### config.mk
export PLATFORM = sky130hd
export DESIGN_NAME = rsmm_cell
export DESIGN_NICKNAME = d
export VERILOG_FILES = /design/src/hw/rtl/rsmm_pkg.sv /design/src/hw/rtl/rsmm_cell.sv
export SDC_FILE = /design/constraint.sdc
export NUM_CORES = 1
export LEC_CHECK = 0
export ABC_AREA = 1
export BUFFER_PORTS_ARGS = -buffer_cell sky130_fd_sc_hd__buf_2
export CORE_MARGIN = 2
export CORE_UTILIZATION = 45
export CTS_BUF_LIST = sky130_fd_sc_hd__clkbuf_8 sky130_fd_sc_hd__clkbuf_16
export CTS_CLUSTER_SIZE = 8
export DETAILED_ROUTE_END_ITERATION = 10
export MAX_ROUTING_LAYER = met4
export SLEW_MARGIN = 40
export SYNTH_ARGS = -nofsm -noshare
export SYNTH_HDL_FRONTEND = slang
export SYNTH_SLANG_ARGS = --single-unit
### constraint.sdc
create_clock -name clk -period 8.2 [get_ports clk]
set_clock_uncertainty 0.15 [all_clocks]
set_input_delay 0.41 -clock clk [delete_from_list [all_inputs] [get_ports clk]]
set_output_delay 0.41 -clock clk [all_outputs]
set_load 0.005 [all_outputs]
### src/hw/rtl/rsmm_pkg.sv
`default_nettype none

package rsmm_pkg;

    localparam int VAL_W  = 16;
    localparam int PROD_W = 32;
    localparam int SUM_W  = 36;
    localparam int CFG_W  = 5;
    localparam int CIDX_W = 4;
    localparam int DIM_W  = 9;
    localparam int ADDR_W = 8;

    localparam logic [CIDX_W-1:0] REG_INNER_USED = 4'd0;
    localparam logic [CIDX_W-1:0] REG_COLS_USED  = 4'd1;

    localparam logic [CFG_W-1:0] DIM_RESET = 5'd16;

    typedef struct packed {
        logic              wr_en;
        logic [ADDR_W-1:0] wr_row;
        logic [ADDR_W-1:0] wr_col;
        logic [VAL_W-1:0]  wr_data;
        logic              rd_en;
        logic [ADDR_W-1:0] rd_row;
        logic              mul_en;
        logic [VAL_W-1:0]  a_value;
        logic              mac_en;
        logic [DIM_W-1:0]  n_cols;
        logic              first;
        logic              load;
        logic              shift;
    } cell_ctrl_t;

endpackage

`default_nettype wire

### src/hw/rtl/rsmm_cell.sv
`default_nettype none

module rsmm_cell #(
    parameter int MAX_INNER = 16,
    parameter int COL       = 0
) (
    input  wire                             clk,
    input  wire rsmm_pkg::cell_ctrl_t       ctrl,
    input  wire  [rsmm_pkg::SUM_W-1:0]      shift_in,
    output logic [rsmm_pkg::SUM_W-1:0]      shift_out
);

    localparam int KW = (MAX_INNER > 1) ? $clog2(MAX_INNER) : 1;

    logic [rsmm_pkg::VAL_W-1:0]  weight_mem [MAX_INNER];
    logic [rsmm_pkg::VAL_W-1:0]  w_reg;
    logic [rsmm_pkg::PROD_W-1:0] prod_reg;
    logic [rsmm_pkg::SUM_W-1:0]  acc_reg;
    logic [rsmm_pkg::SUM_W-1:0]  out_reg;
    logic [rsmm_pkg::SUM_W-1:0]  prod_ext;
    logic [rsmm_pkg::SUM_W-1:0]  acc_next;

    always_ff @(posedge clk)
    begin
        if (ctrl.wr_en && (ctrl.wr_col == rsmm_pkg::ADDR_W'(COL)))
        begin
            weight_mem[ctrl.wr_row[KW-1:0]] <= ctrl.wr_data;
        end
        if (ctrl.rd_en)
        begin
            w_reg <= weight_mem[ctrl.rd_row[KW-1:0]];
        end
    end

    always_comb
    begin
        prod_ext = {{(rsmm_pkg::SUM_W - rsmm_pkg::PROD_W){prod_reg[rsmm_pkg::PROD_W-1]}},
                    prod_reg};
        acc_next = ctrl.first ? prod_ext : (acc_reg + prod_ext);
    end

    always_ff @(posedge clk)
    begin
        if (ctrl.mul_en)
        begin
            prod_reg <= rsmm_pkg::PROD_W'($signed(ctrl.a_value) * $signed(w_reg));
        end
        if (ctrl.mac_en && (rsmm_pkg::DIM_W'(COL) < ctrl.n_cols))
        begin
            acc_reg <= acc_next;
        end
        if (ctrl.load)
        begin
            out_reg <= acc_next;
        end
        else if (ctrl.shift)
        begin
            out_reg <= shift_in;
        end
    end

    assign shift_out = out_reg;

endmodule

`default_nettype wire

==> After elaboration in Yosys (flattened, before gate mapping) <==
Memory sizes are Yosys's and may differ from the RTL's. A register that Yosys moved wholly into a read port is not among the register bits.
Index checks and enable logic that the tools add are counted.
{ "classes": {"reduce_logical": 4, "n_mux": 5, "mul": 1, "order_cmp": 1, "n_addsub": 1} }
{ "op_table": {"columns": ["operator", "count"], "rows": [
  ["$mux 36", 3],
  ["$add 36x36->36", 1],
  ["$mul 16x16->32", 1],
  ["$lt 1x9->1 const A", 1],
  ["$logic_not 8->1", 1],
  ["$logic_and 1x1->1", 2],
  ["$mux 1", 2],
  ["$reduce_bool 2->1", 1]
]} }
{ "totals": {"register_bits": 104, "ramBits": 256, "output_inout_bits": 36, "input_bits": 109, "memories": 1} }
{ "memory_table": {"columns": ["memory", "depth", "width", "rd", "rd_ports_with_merged_regs", "wr", "line", "text"], "rows": [
  ["weight_mem", 16, 16, 1, 1, 1, "rsmm_cell.sv:15", "logic [rsmm_pkg::VAL_W-1:0] weight_mem [MAX_INNER];"]
]} }

==> Longest topological paths before layout <==
Gate-level depths: netlist of the first run.
{ "depth": {"ltp_word": 4, "ltp_mapped": 27} }

==> Worst setup path before layout of the first run <==
Ideal clock, no wire load.
{ "synth_timing": {"path_kind": "in2reg", "startpoint": "input port ctrl[20] (netlist bit)", "endpoint": "register prod_reg[27] (netlist bit) (data pin)", "path_stages": 27, "required_ns": 7.798, "n_path_buf": 2, "arrival_ns": 5.363, "setup_slack_ns": 2.435, "path_cell_list": "clkbuf_1 > clkbuf_1 > nand2_1 > fa_1 > inv_1 > fa_1 > inv_1 > fa_1 > inv_1 > fa_1 > fa_1 > inv_1 > fa_1 > inv_1 > ha_1 > nand2_1 > inv_1 > nand2_1 > nand2_1 > inv_1 > nand3_1 > a21oi_1 > o21bai_1 > nand2_1 > nand2_1 > nand2_1 > nand2_1"} }
{ "synth_via": {"elab_chain_cells": 1} }
{ "synth_lines": {"columns": ["element", "line", "text"], "rows": [
  ["start: declaration", "rsmm_cell.sv:8", "input wire rsmm_pkg::cell_ctrl_t ctrl,"],
  ["$mul 16x16->32", "rsmm_cell.sv:46", "prod_reg <= rsmm_pkg::PROD_W'($signed(ctrl.a_value) * $signed(w_reg));"],
  ["end signal: assignment", "rsmm_cell.sv:46", null],
  ["end: declaration", "rsmm_cell.sv:17", "logic [rsmm_pkg::PROD_W-1:0] prod_reg;"]
]} }
No other way between the ends.
A chain may end at the register's enable or synchronous reset.

==> Worst setup path in the final report of the first run <==
{ "layout_timing": {"startpoint": "register w_reg[4] (netlist bit), read port of weight_mem", "endpoint": "register prod_reg[31] (netlist bit) (data pin)"} }
{ "layout_via": {"elab_chain_cells": 1} }
{ "layout_lines": {"columns": ["element", "line", "text"], "rows": [
  ["start: declaration", "rsmm_cell.sv:16", "logic [rsmm_pkg::VAL_W-1:0] w_reg;"],
  ["$mul 16x16->32", "rsmm_cell.sv:46", null]
]} }
No other way between the ends.

==> results.json, run 1 <==
{
  "final-hold-violation-count": 0,
  "crit_path_cell_trace": "nand2_1, inv_1, fa_1, fa_1, inv_1, fa_1, fa_1, fa_1, fa_1, inv_1, ha_1, a21oi_1, nor2_1, o21ai_0, nand2_1, a211oi_1, xnor2_1",
  "synthTopCellsByArea": "edfxtp_1, fa_1, nand2_1, inv_1, ha_1",
  "critPathArrivalTime_ns": 6.51,
  "clk_pin_slew_ns": 0.05,
  "cts_root_buffer": "clkbuf_16",
  "core_um2": 61370,
  "nets": 3533,
  "cpLargestDelayFamily": "adder cells",
  "synthCells": 2914,
  "start_util": 0.4523,
  "ys_seq_area_frac": 0.4067,
  "regArea_um2": 11290,
  "vias_per_cell": 5.128,
  "holdPathEnd": "weight_mem[14][9]",
  "antenna_found_initial": 2,
  "worstSetupPathType": "flop to flop",
  "rrSetupSlack_ns": 1.88,
  "worstRegToRegCells": 17,
  "grt_max_degree": 98,
  "largest_reg_flops": 256,
  "grt.overflow.total": 0,
  "clock_latency_ns": 0.61,
  "syn_area_per_cell_um2": 9.527,
  "slew-limit-headroom": 0.4481,
  "cap_viol_max_count": 0,
  "drt_iter0_drc": 1442,
  "synth_common_cells": "nand2_1, inv_1, edfxtp_1, fa_1, nor2_1",
  "post-dp-hpwl_mm": 49.69,
  "worstSetupEndpointType": "flop",
  "cp-start-kind": "flop",
  "cts_tree": "built",
  "finalSetupTns_ns": 0,
  "worst_pin_slew_ns": 0.8279,
  "vias": 19700,
  "first_pass_iters": 7,
  "reg2reg_from": "w_reg[4]",
  "crit_fanout": 16,
  "yosysTopAreaCell": "edfxtp_1",
  "async_reset_ff_frac": 0,
  "rsz0062_at_grt": "no",
  "yosysUniqueCellTypes": 43,
  "numClockSinks": 376,
  "hold_depth": 1,
  "final.period_utilization": 0.7710,
  "rows": 91,
  "routedWlPerCell_um": 17.93,
  "numCtsBuffers": 53,
  "io_pins": 145,
  "synth_seq_cells": 376,
  "crit_slowest_cell": "edfxtp_1",
  "syn_area_um2": 27760,
  "wl_mm": 68.87,
  "grt_pass1_vias": 20370,
  "die_w_um": 252.4,
  "drive_above_1_share": 0.08593,
  "max_stage_delay_ns": 0.86,
  "synth_ff_type": "edfxtp_1",
  "ant_nets": 0,
  "min_period_ns": 6.322,
  "synth_top_area_share": 0.4067,
  "outcome": "finished clean",
  "drcViolationCount": 0,
  "required_ns": 8.39,
  "r2r_end": "prod_reg[31]",
  "cts_max_path_buffers": 3,
  "path_depth": 17,
  "synth.most_common_cell": "nand2_1",
  "globalplace.congestion": 0.9137,
  "fmax_mhz": 158.2,
  "multi_input_area_um2": 13610,
  "hp-start": "ctrl[48]",
  "die_height_um": 252.4,
  "htreeDepth": 2,
  "grt_usage": 0.2291,
  "area_delta_synth_final_pct": 11.39,
  "hp-class": "input port to flop",
  "nFillCells": 5550,
  "synth_edf_count": 376,
  "cp_common_cell": "fa_1",
  "drv_slew": 0,
  "syn_nets": 3403,
  "yosys_warnings": 0,
  "setup_violations": 0,
  "grt_pass1_wl_mm": 110.5,
  "port_buffers": 136,
  "fin_util": 0.5038,
  "dieArea_um2": 63690,
  "path_buf_inv": 3
}
[cell usage in the layout, fill, tap and decap left out, types with 3 or more instances in the layout]
master	n
buf_2	134
buf_6	3
ha_1	117
or2_1	3
nor4_1	4
nand3_1	89
o211ai_1	66
nand3b_1	6
xnor2_1	22
nand2_1	659
or2_2	15
a31oi_1	22
o21ai_0	110
inv_1	636
buf_4	22
xor2_1	19
nor2_2	6
mux2i_1	64
o21bai_1	8
inv_2	5
fa_1	263
nor2_1	132
edfxtp_1	376
nor3_1	5
dlygate4sd3_1	32
nand4_1	15
nand2_2	6
clkinv_16	3
o21ai_2	3
a21oi_1	129
clkbuf_16	53
[repair_timing]
action / 4_1_cts / 5_1_grt
buffers inserted: 0 / 0
hold buffers: 32 / 0
hold endpoints to repair: 81 / 0
gates resized for setup: 0 / 0
[layer usage]
metal,global-route usage,wire length (um)
met5,-,0
met3,0.03677,4321
met4,0.05241,1333
met2,0.3637,32280
met1,0.3111,30940
[worst reg2reg max path, cell delays in order, from the launching register on]
cell and delay (ns):
edfxtp_1 0.86, nand2_1 0.23, inv_1 0.16, fa_1 0.49, fa_1 0.79, inv_1 0.12, fa_1 0.50, fa_1 0.57
fa_1 0.43, fa_1 0.49, inv_1 0.04, ha_1 0.33, a21oi_1 0.23, nor2_1 0.08, o21ai_0 0.14, nand2_1 0.09
a211oi_1 0.27, xnor2_1 0.11
[through the flow]
step	cell area, um^2	hold slack, ns	worst slack [ns]	instances
6_report	30920	0.02811	1.878	3841
5_1_grt	30920	0.02531	1.473	3841
4_1_cts	30910	0.003308	1.824	3839
3_5_place_dp	29160	0.4579	1.855	3747
3_3_place_gp	29150	0.4315	1.957	3747
2_1_floorplan	27760	0.3589	2.435	2914
[kinds of logic (layout without fill, tap and decap cells)]
family                   count (synthesis)  after routing  synth area share
flip-flops                             376            376            0.4067
other                                    0              2                 0
AO/OA/AOI/OAI                          345            345           0.07112
multiplexers                            64             64           0.02308
adder cells (fa/ha/maj)                380            380            0.2424
AND/OR/NAND/NOR                        953            953            0.1405
buffers and inverters                  755            890            0.1032
XOR/XNOR                                41             41           0.01294
[worst max-delay path by stage]
stage	from	end
finish	w_reg[4]	prod_reg[31]
global route	w_reg[4]	prod_reg[31]
CTS	w_reg[4]	prod_reg[28]
detailed placement	w_reg[4]	prod_reg[31]
global placement	w_reg[4]	prod_reg[31]
floorplan	ctrl[20]	prod_reg[27]
[area by class of cell]
class / instances / area share
clock buffer: 53 / 0.04289
multi-input combinational: 1783 / 0.4403
tap: 790 / 0.03197
clock inverter: 7 / 0.003480
timing repair buffer: 191 / 0.03848
inverter: 639 / 0.07757
antenna: 2 / 0.0001619
sequential: 376 / 0.3652
Power of run 1 is not shown: default switching activity piles up to over one toggle a cycle in this logic, so the estimate is an artifact.
==> inputs of run 2 (changes only) <==
Clock period 8.2 ns to 5.78 ns, I/O delays scaled along.
==> run 2 against run 1 <==
Critical path depth up 3. Critical endpoint unchanged. Die area unchanged. Sequential cell count unchanged. The run now ends with negative setup slack left.
==> results.json, run 2 (synthesis gave the netlist of run 1 again) <==
{
  "vias_per_cell": 5.090,
  "vias": 20230,
  "grt_usage": 0.2251,
  "nFillCells": 5407,
  "clk_pin_slew_ns": 0.05,
  "grt.overflow.total": 0,
  "cts_max_path_buffers": 3,
  "grt_pass1_vias": 20490,
  "port_buffers": 136,
  "post-dp-hpwl_mm": 50.22,
  "antenna_found_initial": 1,
  "layout_commonest_cell": "nand2_1",
  "final-hold-violation-count": 0,
  "dieArea_um2": 63690,
  "final_cell_mix": "nand2_1, inv_1, edfxtp_1",
  "area_delta_synth_final_pct": 17.87,
  "violations": "negative setup slack",
  "worstSetupEndpointType": "flop",
  "worst_pin_slew_ns": 0.8402,
  "drv_slew": 0,
  "numClockSinks": 376,
  "drt_iter0_drc": 1572,
  "setup_violations": 1,
  "critPathArrivalTime_ns": 6.00,
  "routed.top_layer": "met4",
  "cap_viol_max_count": 0,
  "drive_above_1_share": 0.1505,
  "numCtsBuffers": 54,
  "final.period_utilization": 1.006,
  "globalplace.congestion": 0.9389,
  "outcome": "finished, violations left",
  "dr_wl_met3_mm": 4.311,
  "htreeDepth": 2,
  "grt_pass1_wl_mm": 109.1,
  "wl_met1_mm": 30.62,
  "grt_max_degree": 74,
  "nets": 3665,
  "slew-limit-headroom": 0.4364,
  "hold_ws_ns": 0.01722,
  "first_pass_iters": 6,
  "die_w_um": 252.4,
  "worstSetupPathType": "flop to flop",
  "cp-start-kind": "flop",
  "required_ns": 5.96,
  "wl_mm": 69.28,
  "largest_reg_flops": 256,
  "rows": 91,
  "hp-class": "input port to flop",
  "io_pins": 145,
  "setup_slack_ns": -0.03683,
  "cts_root_buffer": "clkbuf_16",
  "min_period_ns": 5.817,
  "clock_latency_ns": 0.61,
  "core_um2": 61370,
  "ant_nets": 0,
  "rsz0062_at_grt": "yes",
  "drcViolationCount": 0,
  "start_util": 0.4523,
  "wl_met2_mm": 32.88,
  "die_height_um": 252.4,
  "fmax_mhz": 171.9,
  "cts_tree": "built",
  "crit_fanout": 6,
  "routedWlPerCell_um": 17.43
}
run 2: final cells by class:
type,instances,area (um^2),area share
Clock buffer,54,1351,0.04130
Sequential cell,376,11290,0.3451
Timing Repair Buffer,322,2442,0.07464
Inverter,639,2405,0.07350
Tap cell,790,988.4,0.03021
Antenna cell,1,2.502,0.00007648
Clock inverter,9,135.1,0.004130
Multi-Input combinational cell,1783,14100,0.4311
run 2: worst paths after layout:
check,start,endpoint,slack [ns],cells after the start
worst max-delay path,w_reg[15],prod_reg[31],-0.04,20
worst min-delay path,shift_in[6],shift_out[6],0.02,3
worst min register to register,prod_reg[6],acc_reg[6],0.46,2
worst max register to register,w_reg[15],prod_reg[31],-0.04,20
run 2: layer usage:
metal  vias to the layer above  global-route usage
met3                       102             0.02915
li1                       9716                   -
met4                         0             0.04987
met1                      9782              0.3035
met5                         -                   -
met2                       629              0.3664
run 2: critical path, stage by stage (launching register included):
cell and delay [ns]:
edfxtp_1 0.37, clkinvlp_4 0.17, buf_6 0.16, buf_12 0.12, or2_4 0.23, fa_1 0.54, inv_2 0.05, fa_2 0.53
inv_2 0.04, fa_2 0.53, inv_2 0.04, fa_2 0.47, fa_1 0.58, fa_2 0.45, ha_4 0.34, nand2_4 0.08
nor3_4 0.23, nand2_2 0.10, nor2_2 0.12, a211oi_2 0.08, xnor2_1 0.13
run 2: timing repair:
item / in CTS / in global routing
cloned: 0 / 3
hold buffers: 52 / 0
endpoints found under the setup margin: 6 / 17
hold endpoints to repair: 307 / 0
gates resized for setup: 3 / 139
setup buffers: 1 / 30
pin swaps: 0 / 63
run 2: metrics by stage:
step	cells	setup slack [ns]	cell area, um^2	setup TNS, ns	utilization
5_1_grt	3974	-0.1843	32720	-0.8810	0.5332
6_report	3974	-0.03683	32720	-0.03683	0.5332
2_1_floorplan	2914	0.1066	27760	0	-
4_1_cts	3940	0.005225	31890	0	0.5197
3_5_place_dp	3824	-0.04969	29850	-0.07138	0.4864
3_3_place_gp	3823	0.006357	29820	0	0.4859
Power of run 2 is left out for the same reason.
==> inputs of run 3 (changes only) <==
==> constraint.sdc (replaced) <==
create_clock -name clk -period 5.78 [get_ports clk]
set_clock_uncertainty 0.15 [all_clocks]
set_input_delay 1.156 -clock clk [delete_from_list [all_inputs] [get_ports clk]]
set_output_delay 1.156 -clock clk [all_outputs]
set_load 0.005 [all_outputs]
==> run 3 against run 2 <==
The run still ends with negative setup slack left. Core utilization is 0.18 points higher. Sequential share of layout area shrank 0.11 points. Maximum frequency decreased by 0.18%. Via count down 0.64%. Critical path type is now input port to flop. Largest cell class unchanged.
==> results.json, run 3 (synthesis gave the netlist of run 1 again) <==
{
  "io_pins": 145,
  "grt_pass1_vias": 20670,
  "violations": "negative setup slack",
  "numClockSinks": 376,
  "grt_usage": 0.2305,
  "core_um2": 61370,
  "post-dp-hpwl_mm": 52.18,
  "dieArea_um2": 63690,
  "die_height_um": 252.4,
  "start_util": 0.4523,
  "antenna_found_initial": 3,
  "hold_ws_ns": 0.4412,
  "vias": 20100,
  "final_cell_mix": "nand2_1, inv_1, edfxtp_1",
  "clk_pin_slew_ns": 0.05,
  "layout_commonest_cell": "nand2_1",
  "globalplace.congestion": 0.9227,
  "fmax_mhz": 171.6,
  "drt_iter0_drc": 1283,
  "grt_max_degree": 140,
  "wl_mm": 69.36,
  "routedWlPerCell_um": 17.48,
  "ant_nets": 0,
  "crit_fanout": 6,
  "cp-start-kind": "input port",
  "hp-class": "flop to flop",
  "setup_slack_ns": -0.04705,
  "nFillCells": 5418,
  "routed.top_layer": "met4",
  "min_period_ns": 5.827,
  "cts_tree": "built",
  "final-hold-violation-count": 0,
  "pre_cts_ws_ns": -0.8365,
  "cap_viol_max_count": 0,
  "regArea_um2": 11290,
  "die_w_um": 252.4,
  "clock_latency_ns": 0.60,
  "worstSetupPathType": "input port to flop",
  "nets": 3660,
  "grt.overflow.total": 0,
  "worst_pin_slew_ns": 0.8415,
  "grt_pass1_wl_mm": 110.5,
  "first_pass_iters": 5,
  "port_buffers": 136,
  "required_ns": 5.96,
  "final.period_utilization": 1.008,
  "multi_input_area_um2": 14370,
  "setup_violations": 1,
  "htreeDepth": 2,
  "rsz0062_at_grt": "yes",
  "rows": 91,
  "outcome": "finished, violations left",
  "drcViolationCount": 0,
  "dr_wl_met3_mm": 3.090,
  "cts_max_path_buffers": 3,
  "critPathArrivalTime_ns": 6.01,
  "area_delta_synth_final_pct": 18.25,
  "drv_slew": 0,
  "largest_reg_flops": 256,
  "wl_met2_mm": 34.67,
  "slew-limit-headroom": 0.4384,
  "vias_per_cell": 5.066,
  "wl_met1_mm": 29.57,
  "numCtsBuffers": 53,
  "worstSetupEndpointType": "flop",
  "cts_root_buffer": "clkbuf_16",
  "drive_above_1_share": 0.1798
}
run 3: final timing paths:
check / start / end / slack, ns / depth (start not counted)
max: ctrl[27] / prod_reg[28] / -0.05 / 23
min: prod_reg[11] / acc_reg[11] / 0.44 / 2
max reg2reg: w_reg[5] / prod_reg[28] / 0.06 / 22
min reg2reg: prod_reg[11] / acc_reg[11] / 0.44 / 2
run 3: metrics by stage:
step,cells,area (um^2),setup TNS [ns],utilization
after floorplan,2914,28260,-3.123,-
after global placement,3890,30700,-12.83,0.5002
after detailed placement,3890,30740,-13.23,0.5008
after CTS,3953,32240,0,0.5254
after global routing,3968,32830,-0.9393,0.5349
final,3968,32830,-0.04705,0.5349
run 3: critical path, cell delays in order:
cell,delay (ns)
buf_12,0.11
buf_6,0.12
nand2_4,0.06
inv_2,0.03
fa_1,0.50
fa_1,0.54
inv_1,0.05
fa_1,0.48
inv_2,0.04
fa_2,0.50
fa_1,0.56
inv_2,0.04
fa_1,0.52
inv_2,0.05
ha_4,0.30
nand2_4,0.06
inv_4,0.07
nand2_4,0.05
nor3_4,0.19
nand4_1,0.12
nand3_2,0.16
a31oi_4,0.10
xor2_1,0.17
run 3: layer usage:
metal	global-route usage	vias to the layer above
li1	-	9706
met1	0.2856	9810
met2	0.3940	465
met3	0.02945	119
met4	0.07303	0
met5	-	-
run 3: timing repair:
action / 4_1_cts / 5_1_grt
setup buffers: 4 / 11
hold buffers: 0 / 0
setup endpoints to repair: 12 / 18
pin swaps: 11 / 76
resized for setup: 19 / 137
endpoints found under the hold margin: 0 / 0
run 3: final cells by class:
class,instances,share of cell area
multi-input cells,1783,0.4377
flip-flops and latches,376,0.3439
inverters,639,0.07318
repair buffers,318,0.07211
clock buffers,53,0.04040
well taps,790,0.03011
clock inverters,6,0.002325
diodes,3,0.0002287
Power of run 3 is left out for the same reason.
